<file path="src/rtl/mlp_pkg.sv">
// Shared types, constants and arithmetic helpers for the two-layer perceptron.
// Holds the sigmoid ROM, built at elaboration. No dependencies.
package mlp_pkg;

	// Network shape
	localparam int IN_UNITS    = 8;
	localparam int HID_UNITS   = 12;
	localparam int SIG_DEPTH   = 256;

	localparam int IN_W      = (IN_UNITS > 1) ? $clog2(IN_UNITS) : 1;
	localparam int HID_W     = (HID_UNITS > 1) ? $clog2(HID_UNITS) : 1;
	localparam int SIG_IDX_W = $clog2(SIG_DEPTH);

	// Weight store layout
	localparam int OFS_BH      = IN_UNITS * HID_UNITS;
	localparam int OFS_WHO     = OFS_BH + HID_UNITS;
	localparam int OFS_BO      = OFS_WHO + HID_UNITS;

	// Datapath widths
	localparam int PROD_W = 33;                           // 17s x 16s
	localparam int HSUM_W = PROD_W + $clog2(IN_UNITS);
	localparam int OSUM_W = PROD_W + $clog2(HID_UNITS);
	localparam int STEP_W = 31;                           // lr * hidden delta
	localparam int UPD_W  = STEP_W + 17;                  // step * feature

	localparam logic [15:0] ACT_HALF = 16'd16384;
	localparam logic [15:0] LR_RESET = 16'd655;

	// Action codes
	localparam logic [1:0] ACT_LOAD     = 2'd0;
	localparam logic [1:0] ACT_CLASSIFY = 2'd1;
	localparam logic [1:0] ACT_TRAIN    = 2'd2;

	typedef struct packed {
		logic [1:0]         action;
		logic [6:0]         weight_index;
		logic signed [15:0] weight_value;
		logic [15:0]        feature_a;
		logic [15:0]        feature_b;
		logic [15:0]        feature_c;
		logic [15:0]        feature_d;
		logic [15:0]        feature_e;
		logic [15:0]        feature_f;
		logic [15:0]        feature_g;
		logic [15:0]        feature_h;
		logic               true_label;
	} item_t;

	typedef struct packed {
		logic        predicted_class;
		logic [15:0] output_score;
		logic [15:0] squared_error;
	} result_t;

	// Controls from the sequencer to one lane
	typedef struct packed {
		logic             load_en;
		logic [HID_W-1:0] load_idx;
		logic [HID_W-1:0] fwd_idx;
		logic             upd_wr;
		logic [HID_W-1:0] upd_idx;
	} lane_ctrl_t;

	// Decoded weight store address
	typedef struct packed {
		logic             is_lane;
		logic             is_bh;
		logic             is_who;
		logic             is_bo;
		logic [IN_W-1:0]  lane;
		logic [HID_W-1:0] unit;
	} store_sel_t;

	typedef logic [15:0] sig_rom_t [SIG_DEPTH];

	// Unsigned shift-and-subtract quotient (elaboration only)
	function automatic longint unsigned udiv64(input longint unsigned num,
			input longint unsigned den);
		longint unsigned q;
		longint unsigned r;
		q = '0;
		r = '0;
		for (int b = 63; b >= 0; b--) begin
			r = {r[62:0], num[b]};
			if (r >= den) begin
				r    = r - den;
				q[b] = 1'b1;
			end
		end
		return q;
	endfunction

	// Sigmoid of a non-negative Q.16 value, Q0.15 (elaboration only)
	function automatic logic [15:0] sig_pos(input longint unsigned xq16);
		longint unsigned y;
		longint unsigned term;
		longint unsigned t;
		longint unsigned d;
		longint          acc;
		y    = xq16 << 11;
		term = 64'd1 << 31;
		acc  = longint'(term);
		for (int n = 1; n <= 12; n++) begin
			term = udiv64((term * y) >> 31, 64'(n));
			if ((n & 1) == 1) acc = acc - longint'(term);
			else acc = acc + longint'(term);
		end
		t = (acc > 0) ? longint'(acc) : 64'd0;
		for (int k = 0; k < 4; k++) t = (t * t) >> 31;
		d = (64'd1 << 31) + t;
		return 16'(udiv64((64'd1 << 46) + (d >> 1), d));
	endfunction

	function automatic sig_rom_t build_sig_rom();
		sig_rom_t rom;
		longint   m;
		for (int k = 0; k < SIG_DEPTH; k++) begin
			m = -64'sd524288 + (longint'(2 * k + 1) * 64'sd524288) / SIG_DEPTH;
			if (m >= 0) rom[k] = sig_pos(m);
			else rom[k] = 16'd32768 - sig_pos(-m);
		end
		return rom;
	endfunction

	localparam sig_rom_t SIG_ROM = build_sig_rom();

	// ROM lookup on a clamped Q3.12 pre-activation
	function automatic logic [15:0] sig_lookup(input logic signed [15:0] x);
		logic [15:0]             off;
		logic [16+SIG_IDX_W-1:0] sc;
		off = {~x[15], x[14:0]};
		sc  = (16 + SIG_IDX_W)'(off) * (16 + SIG_IDX_W)'(SIG_DEPTH);
		return SIG_ROM[sc[16+SIG_IDX_W-1:16]];
	endfunction

	function automatic logic signed [15:0] clamp16(input logic signed [31:0] v);
		if (v > 32'sd32767) return 16'sh7fff;
		if (v < -32'sd32768) return 16'sh8000;
		return v[15:0];
	endfunction

	function automatic logic signed [15:0] sat16(input logic signed [19:0] v);
		if (v > 20'sd32767) return 16'sh7fff;
		if (v < -20'sd32768) return 16'sh8000;
		return v[15:0];
	endfunction

	// Round to nearest, ties up, then arithmetic shift right
	function automatic logic signed [19:0] round_shr(input logic signed [49:0] v, input int s);
		logic signed [49:0] r;
		r = (v + (50'sd1 <<< (s - 1))) >>> s;
		return r[19:0];
	endfunction

	// Slope of sigmoid from activation: a*(1-a)
	function automatic logic [13:0] slope(input logic [15:0] a);
		logic [31:0] p;
		p = 32'(a) * (32'd32768 - 32'(a));
		return p[28:15];
	endfunction

	// Split a store address into lane weight, hidden bias, output weight or bias
	function automatic store_sel_t store_decode(input logic [6:0] idx);
		store_sel_t  s;
		int unsigned v;
		int unsigned j;
		s = '0;
		v = 32'(idx);
		j = 0;
		if (v < OFS_BH) begin
			for (int k = 1; k < IN_UNITS; k++) if (v >= k * HID_UNITS) j = k;
			s.is_lane = 1'b1;
			s.lane    = IN_W'(j);
			s.unit    = HID_W'(v - j * HID_UNITS);
		end else if (v < OFS_WHO) begin
			s.is_bh = 1'b1;
			s.unit  = HID_W'(v - OFS_BH);
		end else if (v < OFS_BO) begin
			s.is_who = 1'b1;
			s.unit   = HID_W'(v - OFS_WHO);
		end else if (v == OFS_BO) begin
			s.is_bo = 1'b1;
		end
		return s;
	endfunction

endpackage

</file>
<file path="src/rtl/mlp_merge.sv">
// Merging stage: adds the lane products, applies the hidden bias and looks up
// the sigmoid. Uses mlp_pkg.
module mlp_merge (
	input  logic                              clk,
	input  logic signed [mlp_pkg::PROD_W-1:0] prod [mlp_pkg::IN_UNITS],
	input  logic signed [15:0]                bias,
	output logic [15:0]                       act_s3
);
	import mlp_pkg::*;

	logic signed [HSUM_W-1:0] tree_sum;
	logic signed [HSUM_W-1:0] sum_s2;
	logic signed [15:0]       pre_act;

	// Sum over lanes
	always_comb begin
		tree_sum = '0;
		for (int j = 0; j < IN_UNITS; j++) tree_sum = tree_sum + HSUM_W'(prod[j]);
	end

	// Floor to Q3.12, add bias, clamp
	assign pre_act = clamp16(32'(sum_s2 >>> 15) + 32'(bias));

	always_ff @(posedge clk) begin
		sum_s2 <= tree_sum;
		act_s3 <= sig_lookup(pre_act);
	end

endmodule

</file>
<file path="config.mk">
export PLATFORM = sky130hd
export DESIGN_NAME = mlp_merge
export DESIGN_NICKNAME = d
export VERILOG_FILES = /design/src/rtl/mlp_pkg.sv /design/src/rtl/mlp_merge.sv
export SDC_FILE = /design/constraint.sdc
export NUM_CORES = 1
export LEC_CHECK = 0
export BUFFER_PORTS_ARGS = -buffer_cell sky130_fd_sc_hd__buf_2
export CORE_UTILIZATION = 50
export CTS_CLUSTER_DIAMETER = 40
export DETAILED_ROUTE_END_ITERATION = 6
export PLACE_DENSITY = 0.78
export SLEW_MARGIN = 10
export SYNTH_ARGS = -nofsm -noshare
export SYNTH_HDL_FRONTEND = slang
export SYNTH_SLANG_ARGS = --single-unit
</file>
<file path="constraint.sdc">
create_clock -name clk -period 5.25 [get_ports clk]
set_clock_uncertainty 0.2 [all_clocks]
set_input_delay 0.7875 -clock clk [delete_from_list [all_inputs] [get_ports clk]]
set_output_delay 0.7875 -clock clk [all_outputs]
set_load 0.01 [all_outputs]
</file>
==> results.md <==
* Status: complete, but fails checks
* Failing checks: DRC, setup timing
* Top-Level Pins at 297
* Core area at 0.0244 sq mm
* Via count at 15.6k
* R2R Setup Slk at 290 ps
* Clock transition at path regs at 80 ps
* Commonest cells after routing, fill and taps aside: buf_4, buf_2, inv_1
* Synth warn at 0
* Hold slack at 1030 ps
* Starting Density at 51.2%
* First-pass GRT wire length at 93500 microns
* Vias/cell at 6.47
* Hold path cells at 6
* Initial drt markers at 1992
* Largest cells by area after synthesis: fa_1, inv_1, ha_1, dfxtp_1, a21oi_1
* PnR worst setup slack at -240 ps
* Post-synthesis register bit count at 36
* Area grow syn2layout at 37.2%
* Hold Crit Endpoint: act_s3[0]
* Post-synth EDFFs at 0
* Nets at 2643
* Relative slew slack at 42.9%
* Max cap viols at 0
* FFs w/ async S/R, synth at 0%
* Die width at 160 microns
* Root buffer cell: clkbuf_16
* Remaining antenna violation count at 0
* Pre-CTS setup slack at -985 ps
* Final Slew Violations at 0
* N_diodes at 0
* Crit path capture type: register
* R2R cell count at 18
* Critical R2R Capture: act_s3[1]
* Area leader, netlist: fa_1
* Source of the worst hold timing path: sum_s2[28]
* Most common cell after layout, fill and taps aside: buf_4
* CTS max path bufs at 2
* Detailed placement HPWL at 49600 microns
* GRT overflow at 0
* Hold Path Class: reg -> reg
* Syn Inst Count at 1533
* Final wirelength at 62600 microns
* Startpoint types: primary input
* Syn_nets at 2083
* Via count of the first global-routing pass at 16.9k
* Largest net degree at the start of global routing at 35
* Final GP Congestion at 1.14
* Least-Margin Pin Slew at 848 ps
* RSZ-0062 raised after global routing: yes
* Std cell rows at 57
* # setup viols final at 11
* Pre-Repair DR Iteration Count at 7
* Maximum clock frequency at 0.182 GHz
* WL/cell at 25.9 microns
* Tot GR Track Use at 48.4%
* Final Util at 70.3%
* TritonCTS Buffers at 5
* H-tree levels at 2
* Initial antenna violation count at 0
* Post-synthesis cell area at 0.0125 sq mm
* Crit Path Max Fanout at 4
* CTS tree: yes
* Die Span Y at 160 microns
* Seq/Total Area, Yosys at 5.77%
* CP required at 5280 ps
* Drc violations at 34
* Avg Cell Area, Syn at 8.15 sq um
* CTS sink cnt at 36
* Endpoints failing hold at 0
* Die ar. at 0.0256 sq mm
* Worst Path Arrival at 5520 ps
* Worst skew pair latency at 310 ps
* Layout cell share with drive strength beyond 1 at 34.6%
* Critical path class: in -> reg
* Port bufs at 295
* Final worst-path cycle share at 105%
* Final min period at 5490 ps
* Origin of the critical flop-to-flop path: sum_s2[19]
* Synth top area share at 32.1%
* Synth cell types at 95
* Synth Flop Type: dfxtp_1
## repair_timing
item / in CTS / in global routing
setup endpoints to repair: 15 / 26
hold buffers: 0 / 0
gates resized for setup: 23 / 33
buffers inserted: 6 / 4
gates cloned: 0 / 0
pin swaps: 18 / 25
## cell type report
type	instances	area (sq um)
clock inverter	3	46.3
timing repair buffer	641	4270
sequential	36	721
fill	1796	7260
inverter	285	1070
multi-input combinational	1124	10500
clock buffer	5	125
tap	324	405
## registers in the layout, indices dropped and copies added, names as in the netlist
signal  cells
act_s3     15
sum_s2     21
## cell families after synthesis
group / after synthesis / synth area share, %
DFF: 36 / 5.77
other: 1 / 0.0300
buffers and inverters: 373 / 12.1
adders and majority gates: 269 / 39.0
AOI/OAI and AO/OA: 462 / 26.1
and+or+nand+nor: 350 / 13.8
muxes: 4 / 0.321
xor gates and xnor gates: 38 / 2.88
## layer usage
| layer | routed length (microns) | GRT usage, % | share of wire [%] | up-vias |
|---|---|---|---|---|
| li1 | - | - | - | 6426 |
| met4 | 6380 | 40.5 | 10 | 0 |
| met2 | 27800 | 77.5 | 44 | 1429 |
| met5 | 0 | 0 | 0 | - |
| met3 | 7930 | 14.4 | 13 | 494 |
| met1 | 20500 | 53.0 | 33 | 7297 |
## Yosys cell counts, types with 7 or more instances
| master | instances |
|---|---|
| inv_1 | 283 |
| o211ai_1 | 20 |
| clkbuf_1 | 41 |
| o22ai_1 | 13 |
| ha_1 | 69 |
| o311ai_1 | 10 |
| buf_6 | 7 |
| nor4_1 | 9 |
| fa_1 | 200 |
| nand3_1 | 43 |
| and3_1 | 12 |
| xor2_1 | 13 |
| a21oi_1 | 98 |
| a21o_1 | 22 |
| nor2_1 | 89 |
| xnor2_1 | 23 |
| o21ai_0 | 71 |
| o221ai_1 | 8 |
| a221oi_1 | 8 |
| o31ai_1 | 8 |
| a2111oi_0 | 8 |
| nand4_1 | 15 |
| a211o_1 | 7 |
| o21a_1 | 14 |
| or3_1 | 11 |
| buf_2 | 29 |
| nand2b_1 | 7 |
| a31oi_1 | 26 |
| a211oi_1 | 30 |
| o2111ai_1 | 8 |
| dfxtp_1 | 36 |
| nand2_1 | 91 |
| nor3_1 | 33 |
| o21ai_1 | 16 |
## per-stage QoR
stage	setup TNS, ps	area (sq um)	std cells
after floorplan	0	12500	1533
after global placement	-6840	16700	2401
after detailed placement	-12600	16700	2401
after CTS	-296	17000	2415
after global routing	-2910	17100	2418
final	-1520	17100	2418
## worst max path at each step
stage / startpoint / endpoint / slack (ps) / cells after the start
floorplan: prod[110] / sum_s2[24] / 20 / 18
global placement: prod[102] / sum_s2[34] / -690 / 20
detailed placement: prod[109] / sum_s2[34] / -990 / 19
CTS: prod[175] / sum_s2[35] / -110 / 19
global route: prod[8] / sum_s2[34] / -320 / 19
finish: prod[8] / sum_s2[34] / -240 / 19
## critical path, stage by stage
cell	delay, ps
buf_2	120
fa_1	580
inv_1	80
fa_1	580
fa_1	450
fa_1	500
inv_1	50
ha_1	180
a41oi_2	190
o21ai_1	110
a21o_1	230
a221oi_4	260
nand4b_1	250
a21oi_2	110
o31ai_2	290
o21a_2	240
o211ai_1	170
buf_4	180
a22oi_2	140
Power is left out: the tool's default activity adds up to more than one toggle a clock period on the data nets, which glitch-free logic cannot reach.
