File: config.mk
export PLATFORM = sky130hd
export DESIGN_NAME = mlp_lane
export DESIGN_NICKNAME = d
export VERILOG_FILES = /design/src/rtl/mlp_pkg.sv /design/src/rtl/mlp_lane.sv
export SDC_FILE = /design/constraint.sdc
export NUM_CORES = 2
export LEC_CHECK = 0
export BUFFER_PORTS_ARGS = -buffer_cell sky130_fd_sc_hd__buf_2
export CAP_MARGIN = 20
export CORE_MARGIN = 5
export CORE_UTILIZATION = 31
export DETAILED_ROUTE_END_ITERATION = 7
export SYNTH_ARGS = -nofsm -noshare
export SYNTH_HDL_FRONTEND = slang
export SYNTH_SLANG_ARGS = --single-unit
File: constraint.sdc
create_clock -name clk -period 7.9 [get_ports clk]
set_input_delay 0.79 -clock clk [delete_from_list [all_inputs] [get_ports clk]]
set_output_delay 0.79 -clock clk [all_outputs]
set_load 0.005 [all_outputs]
File: src/rtl/mlp_pkg.sv
// Shared types, constants and arithmetic helpers for the two-layer perceptron.
// Holds the sigmoid ROM, built at elaboration. No dependencies.
package mlp_pkg;

	// Network shape
	localparam int IN_UNITS    = 8;
	localparam int HID_UNITS   = 12;
	localparam int SIG_DEPTH   = 256;

	localparam int IN_W      = (IN_UNITS > 1) ? $clog2(IN_UNITS) : 1;
	localparam int HID_W     = (HID_UNITS > 1) ? $clog2(HID_UNITS) : 1;
	localparam int SIG_IDX_W = $clog2(SIG_DEPTH);

	// Weight store layout
	localparam int OFS_BH      = IN_UNITS * HID_UNITS;
	localparam int OFS_WHO     = OFS_BH + HID_UNITS;
	localparam int OFS_BO      = OFS_WHO + HID_UNITS;

	// Datapath widths
	localparam int PROD_W = 33;                           // 17s x 16s
	localparam int HSUM_W = PROD_W + $clog2(IN_UNITS);
	localparam int OSUM_W = PROD_W + $clog2(HID_UNITS);
	localparam int STEP_W = 31;                           // lr * hidden delta
	localparam int UPD_W  = STEP_W + 17;                  // step * feature

	localparam logic [15:0] ACT_HALF = 16'd16384;
	localparam logic [15:0] LR_RESET = 16'd655;

	// Action codes
	localparam logic [1:0] ACT_LOAD     = 2'd0;
	localparam logic [1:0] ACT_CLASSIFY = 2'd1;
	localparam logic [1:0] ACT_TRAIN    = 2'd2;

	typedef struct packed {
		logic [1:0]         action;
		logic [6:0]         weight_index;
		logic signed [15:0] weight_value;
		logic [15:0]        feature_a;
		logic [15:0]        feature_b;
		logic [15:0]        feature_c;
		logic [15:0]        feature_d;
		logic [15:0]        feature_e;
		logic [15:0]        feature_f;
		logic [15:0]        feature_g;
		logic [15:0]        feature_h;
		logic               true_label;
	} item_t;

	typedef struct packed {
		logic        predicted_class;
		logic [15:0] output_score;
		logic [15:0] squared_error;
	} result_t;

	// Controls from the sequencer to one lane
	typedef struct packed {
		logic             load_en;
		logic [HID_W-1:0] load_idx;
		logic [HID_W-1:0] fwd_idx;
		logic             upd_wr;
		logic [HID_W-1:0] upd_idx;
	} lane_ctrl_t;

	// Decoded weight store address
	typedef struct packed {
		logic             is_lane;
		logic             is_bh;
		logic             is_who;
		logic             is_bo;
		logic [IN_W-1:0]  lane;
		logic [HID_W-1:0] unit;
	} store_sel_t;

	typedef logic [15:0] sig_rom_t [SIG_DEPTH];

	// Unsigned shift-and-subtract quotient (elaboration only)
	function automatic longint unsigned udiv64(input longint unsigned num,
			input longint unsigned den);
		longint unsigned q;
		longint unsigned r;
		q = '0;
		r = '0;
		for (int b = 63; b >= 0; b--) begin
			r = {r[62:0], num[b]};
			if (r >= den) begin
				r    = r - den;
				q[b] = 1'b1;
			end
		end
		return q;
	endfunction

	// Sigmoid of a non-negative Q.16 value, Q0.15 (elaboration only)
	function automatic logic [15:0] sig_pos(input longint unsigned xq16);
		longint unsigned y;
		longint unsigned term;
		longint unsigned t;
		longint unsigned d;
		longint          acc;
		y    = xq16 << 11;
		term = 64'd1 << 31;
		acc  = longint'(term);
		for (int n = 1; n <= 12; n++) begin
			term = udiv64((term * y) >> 31, 64'(n));
			if ((n & 1) == 1) acc = acc - longint'(term);
			else acc = acc + longint'(term);
		end
		t = (acc > 0) ? longint'(acc) : 64'd0;
		for (int k = 0; k < 4; k++) t = (t * t) >> 31;
		d = (64'd1 << 31) + t;
		return 16'(udiv64((64'd1 << 46) + (d >> 1), d));
	endfunction

	function automatic sig_rom_t build_sig_rom();
		sig_rom_t rom;
		longint   m;
		for (int k = 0; k < SIG_DEPTH; k++) begin
			m = -64'sd524288 + (longint'(2 * k + 1) * 64'sd524288) / SIG_DEPTH;
			if (m >= 0) rom[k] = sig_pos(m);
			else rom[k] = 16'd32768 - sig_pos(-m);
		end
		return rom;
	endfunction

	localparam sig_rom_t SIG_ROM = build_sig_rom();

	// ROM lookup on a clamped Q3.12 pre-activation
	function automatic logic [15:0] sig_lookup(input logic signed [15:0] x);
		logic [15:0]             off;
		logic [16+SIG_IDX_W-1:0] sc;
		off = {~x[15], x[14:0]};
		sc  = (16 + SIG_IDX_W)'(off) * (16 + SIG_IDX_W)'(SIG_DEPTH);
		return SIG_ROM[sc[16+SIG_IDX_W-1:16]];
	endfunction

	function automatic logic signed [15:0] clamp16(input logic signed [31:0] v);
		if (v > 32'sd32767) return 16'sh7fff;
		if (v < -32'sd32768) return 16'sh8000;
		return v[15:0];
	endfunction

	function automatic logic signed [15:0] sat16(input logic signed [19:0] v);
		if (v > 20'sd32767) return 16'sh7fff;
		if (v < -20'sd32768) return 16'sh8000;
		return v[15:0];
	endfunction

	// Round to nearest, ties up, then arithmetic shift right
	function automatic logic signed [19:0] round_shr(input logic signed [49:0] v, input int s);
		logic signed [49:0] r;
		r = (v + (50'sd1 <<< (s - 1))) >>> s;
		return r[19:0];
	endfunction

	// Slope of sigmoid from activation: a*(1-a)
	function automatic logic [13:0] slope(input logic [15:0] a);
		logic [31:0] p;
		p = 32'(a) * (32'd32768 - 32'(a));
		return p[28:15];
	endfunction

	// Split a store address into lane weight, hidden bias, output weight or bias
	function automatic store_sel_t store_decode(input logic [6:0] idx);
		store_sel_t  s;
		int unsigned v;
		int unsigned j;
		s = '0;
		v = 32'(idx);
		j = 0;
		if (v < OFS_BH) begin
			for (int k = 1; k < IN_UNITS; k++) if (v >= k * HID_UNITS) j = k;
			s.is_lane = 1'b1;
			s.lane    = IN_W'(j);
			s.unit    = HID_W'(v - j * HID_UNITS);
		end else if (v < OFS_WHO) begin
			s.is_bh = 1'b1;
			s.unit  = HID_W'(v - OFS_BH);
		end else if (v < OFS_BO) begin
			s.is_who = 1'b1;
			s.unit   = HID_W'(v - OFS_WHO);
		end else if (v == OFS_BO) begin
			s.is_bo = 1'b1;
		end
		return s;
	endfunction

endpackage

File: src/rtl/mlp_lane.sv
// One input lane: the weights from one feature to every hidden unit, with the
// forward product and the gradient update for that feature. Uses mlp_pkg.
module mlp_lane (
	input  logic                               clk,
	input  logic                               arst_n,
	input  mlp_pkg::lane_ctrl_t                ctrl,
	input  logic signed [15:0]                 load_value,
	input  logic [15:0]                        feature,
	input  logic signed [mlp_pkg::STEP_W-1:0]  step,
	output logic signed [mlp_pkg::PROD_W-1:0]  prod_s1
);
	import mlp_pkg::*;

	logic signed [15:0]      w_q [HID_UNITS];
	logic signed [UPD_W-1:0] upd_s4;
	logic signed [19:0]      upd_sum;

	// Updated weight for the unit being written back
	assign upd_sum = 20'(w_q[ctrl.upd_idx]) + round_shr(50'(upd_s4), 34);

	// Weight bank
	always_ff @(posedge clk or negedge arst_n) begin
		if (!arst_n) begin
			for (int i = 0; i < HID_UNITS; i++) w_q[i] <= '0;
		end else if (ctrl.load_en) begin
			w_q[ctrl.load_idx] <= load_value;
		end else if (ctrl.upd_wr) begin
			w_q[ctrl.upd_idx] <= sat16(upd_sum);
		end
	end

	// Forward product and update product
	always_ff @(posedge clk) begin
		prod_s1 <= $signed({1'b0, feature}) * w_q[ctrl.fwd_idx];
		upd_s4  <= step * $signed({1'b0, feature});
	end

endmodule

==> metrics <==
CTS tree done; VDD IR-drop max 613 uV; most common cell after layout, fill and taps aside inv_1; Slew Viols, Final 0; leading cell types in the layout, fill and taps excluded inv_1, nand2_1, fa_1; total global routing overflow 0; final hold vios 0; xor/xnor share of the synthesized area 1.51%; Post-synth ARST share between 80% and 90%; largest family of logic cells by synthesized area adder cells; r2r setup slk 0.62 ns; Reg area 0.00577 mm2; PortBufs about 110; slew margin rel. between 10% and 20%; multi-input logic area 0.0299 mm2; Die Width roughly 370 um; Area growth syn-to-layout 9.06%; Detailed Routing Iterations Pass 1 6; Net Sw Power 7930 uW; vias in the first global route roughly 33000; FP Rows 132; setup bufs post-CTS 0; Root Buffer clkbuf_16; Worst setup SP type input pin; ys flop type dfrtp_1; Synth Area in Compound Gates around 12%; dpl cells 6063; htree depth 1; Peak Freq 0.135 GHz; Clock Latency Late Sink around 0.60 ns; peak fanout along the critical path 9; sw frac 51.6%; PwrDens around 350 mW/mm2; Design Power 15400 uW; Setup Skew between 0.02 and 0.025 ns; first-pass GRT wire length 189 mm; Tot GR Track Use between 15 and 20%; # nets final 5355; I/O pin count approximately 110; Clk pin slew, worst setup/hold paths 0.06 ns; FF-to-FF Start w_q[4]; end of the worst register-to-register path prod_s1[32]; Req. time, crit path 8.38 ns; reg2reg path depth 23; TritonCTS buffer count 29; Syn Inst Count 4384; RSZ-0062 raised after global routing no; Seq/Total Area, Yosys 14.4%; minimum clock period after layout 7.40 ns; RePlAce Congestion 0.874; Final setup viols 0; Post-Synth Adder-Cell Area 41.2%; Final ANT Viol Nets 0; combinational share of power 80.3%; Resized cells post-CTS 0; Initial Utilization a little under a third; Syn Nets 5383; status completed; simple-gate area share of the yosys netlist between 10% and 20%; DRT iter0 DRCs 2295; largest net degree at the start of global routing about 130; worst min path class in2async; final WL between 100 and 150 mm; register bit total from synthesis between 200 and 250; via density per instance 5.08; post-DR wirelength/cell 19.3 um; mux share of post-synthesis cell area 6.23%; register share of total power 10.5%; Clock power frac 9.3%; Final Cycle Share between 90 and 100%; initial antenna violation count 5; HPWL Detailed 89.2 mm; Setup Crit Path Kind in2reg; max_cap viols 0; Post-synth EDFFs 0; core footprint 0.129 mm2; die area 0.137 mm2; yosys warns 0; layout cells sized above 1 around a tenth; CP Capture Type register; Pleak ~0.021 uW; Avg Cell Area, Syn 9.16 um2; Via Count 31100; Netlist cell types 84; P_int 7440 uW; worst endpoint data arrival time 7.88 ns; Die Ht 370 um; Worst Max-Slew Pin Slew 1.22 ns; Non-Filler Instances 6122; # hold bufs at CTS 0; Synth Cell Area 0.0402 mm2; Fillers 13400; Clock Path Buffers 3; clock net sink count 240; DRC errors left 0
-- sequential cells by signal (all words and copies together) (netlist names) --
register	count
upd_s4	15
prod_s1	33
w_q	192
-- layout make-up --
type | instances | area share [%]
Multi-Input combinational cell | 2948 | 68.3
Sequential cell | 240 | 13.2
Antenna cell | 3 | 0.0171
Inverter | 916 | 7.85
Clock inverter | 9 | 0.331
Timing Repair Buffer | 221 | 3.45
Tap cell | 1742 | 4.98
Clock buffer | 43 | 1.91
-- cell families (layout without fill, tap and decap cells) --
logic type	Yosys count	after routing
and+or+nand+nor	1173	1173
DFF	240	240
xor gates and xnor gates	69	69
muxes	131	131
AOI/OAI and AO/OA	655	655
adders and majority gates	920	920
other	0	3
buffers and inverters	1196	1189
-- power groups by stage --
stage          Combinational, uW  Sequential [uW]  Clock [uW]
6_report                   12300             1610        1420
4_1_cts                    12400             1610        1450
3_5_place_dp               12300             1630           0
5_1_grt                    14000             1630        1500
2_1_floorplan               9110             1590           0
3_3_place_gp               12200             1630           0
-- synth_stat cells (all sizes together), types with 24 or more instances --
master / number / share of area, %
inv: 916 / 8.6
nand2: 696 / 6.5
fa: 668 / 33
and2: 291 / 4.5
ha: 252 / 7.9
o21ai: 225 / 2.9
clkbuf: 217 / 2.0
dfrtp: 192 / 12
a32oi: 121 / 2.6
mux4: 95 / 5.3
a22oi: 77 / 1.5
a21oi: 64 / 0.84
nor2: 64 / 0.60
buf: 63 / 1.1
dfxtp: 48 / 2.4
xnor2: 46 / 1.0
mux2i: 35 / 0.87
a21o: 32 / 0.60
nor3: 24 / 0.31
-- routing by layer --
layer  wire length (um)  up-vias  track usage, %
met5                 48        -               0
met4               4020        8            5.40
met3               8390      224            2.76
met2              55700     1133            29.0
met1              50200    15900            23.4
li1                   -    13800               -
-- how the worst max path moves through the flow --
| stage | startpoint | to | slack [ns] | depth (start not counted) |
|---|---|---|---|---|
| 6_report | ctrl[5] | prod_s1[32] | 0.50 | 25 |
| 5_1_grt | ctrl[5] | prod_s1[32] | 0.07 | 25 |
| 4_1_cts | ctrl[5] | prod_s1[32] | 0.55 | 25 |
| 3_5_place_dp | ctrl[5] | prod_s1[32] | -0.07 | 25 |
| 3_3_place_gp | ctrl[5] | prod_s1[32] | -0.06 | 25 |
| 2_1_floorplan | ctrl[5] | prod_s1[32] | 0.39 | 25 |
-- critical path, cell delays in order --
cell	delay (ns)
buf_4	0.22
buf_4	0.18
mux4_2	0.49
mux2i_1	0.34
o2bb2ai_1	0.32
and2_1	0.28
fa_1	0.54
inv_1	0.06
fa_1	0.50
fa_1	0.52
inv_1	0.06
fa_1	0.48
fa_1	0.50
inv_1	0.05
fa_1	0.48
inv_1	0.04
ha_1	0.33
a21oi_1	0.20
o21ai_0	0.12
a31oi_1	0.28
a31oi_1	0.17
a2111oi_1	0.44
o21ai_0	0.16
a21o_1	0.21
xnor2_1	0.11
-- through the flow --
stage / instance area (um2) / util, % / hold WS (ns) / worst slack, ns / TNS [ns]
floorplan: 40200 / - / 0.461 / 0.394 / 0
global placement: 42700 / 33.1 / 0.475 / -0.0580 / -0.0580
detailed placement: 42700 / 33.1 / 0.492 / -0.0661 / -0.0661
CTS: 43700 / 33.8 / 0.420 / 0.547 / 0
global route: 43800 / 33.9 / 0.192 / 0.0720 / 0
finish: 43800 / 33.9 / 0.171 / 0.496 / 0
Note: power is estimated with default switching activity, not from simulation.
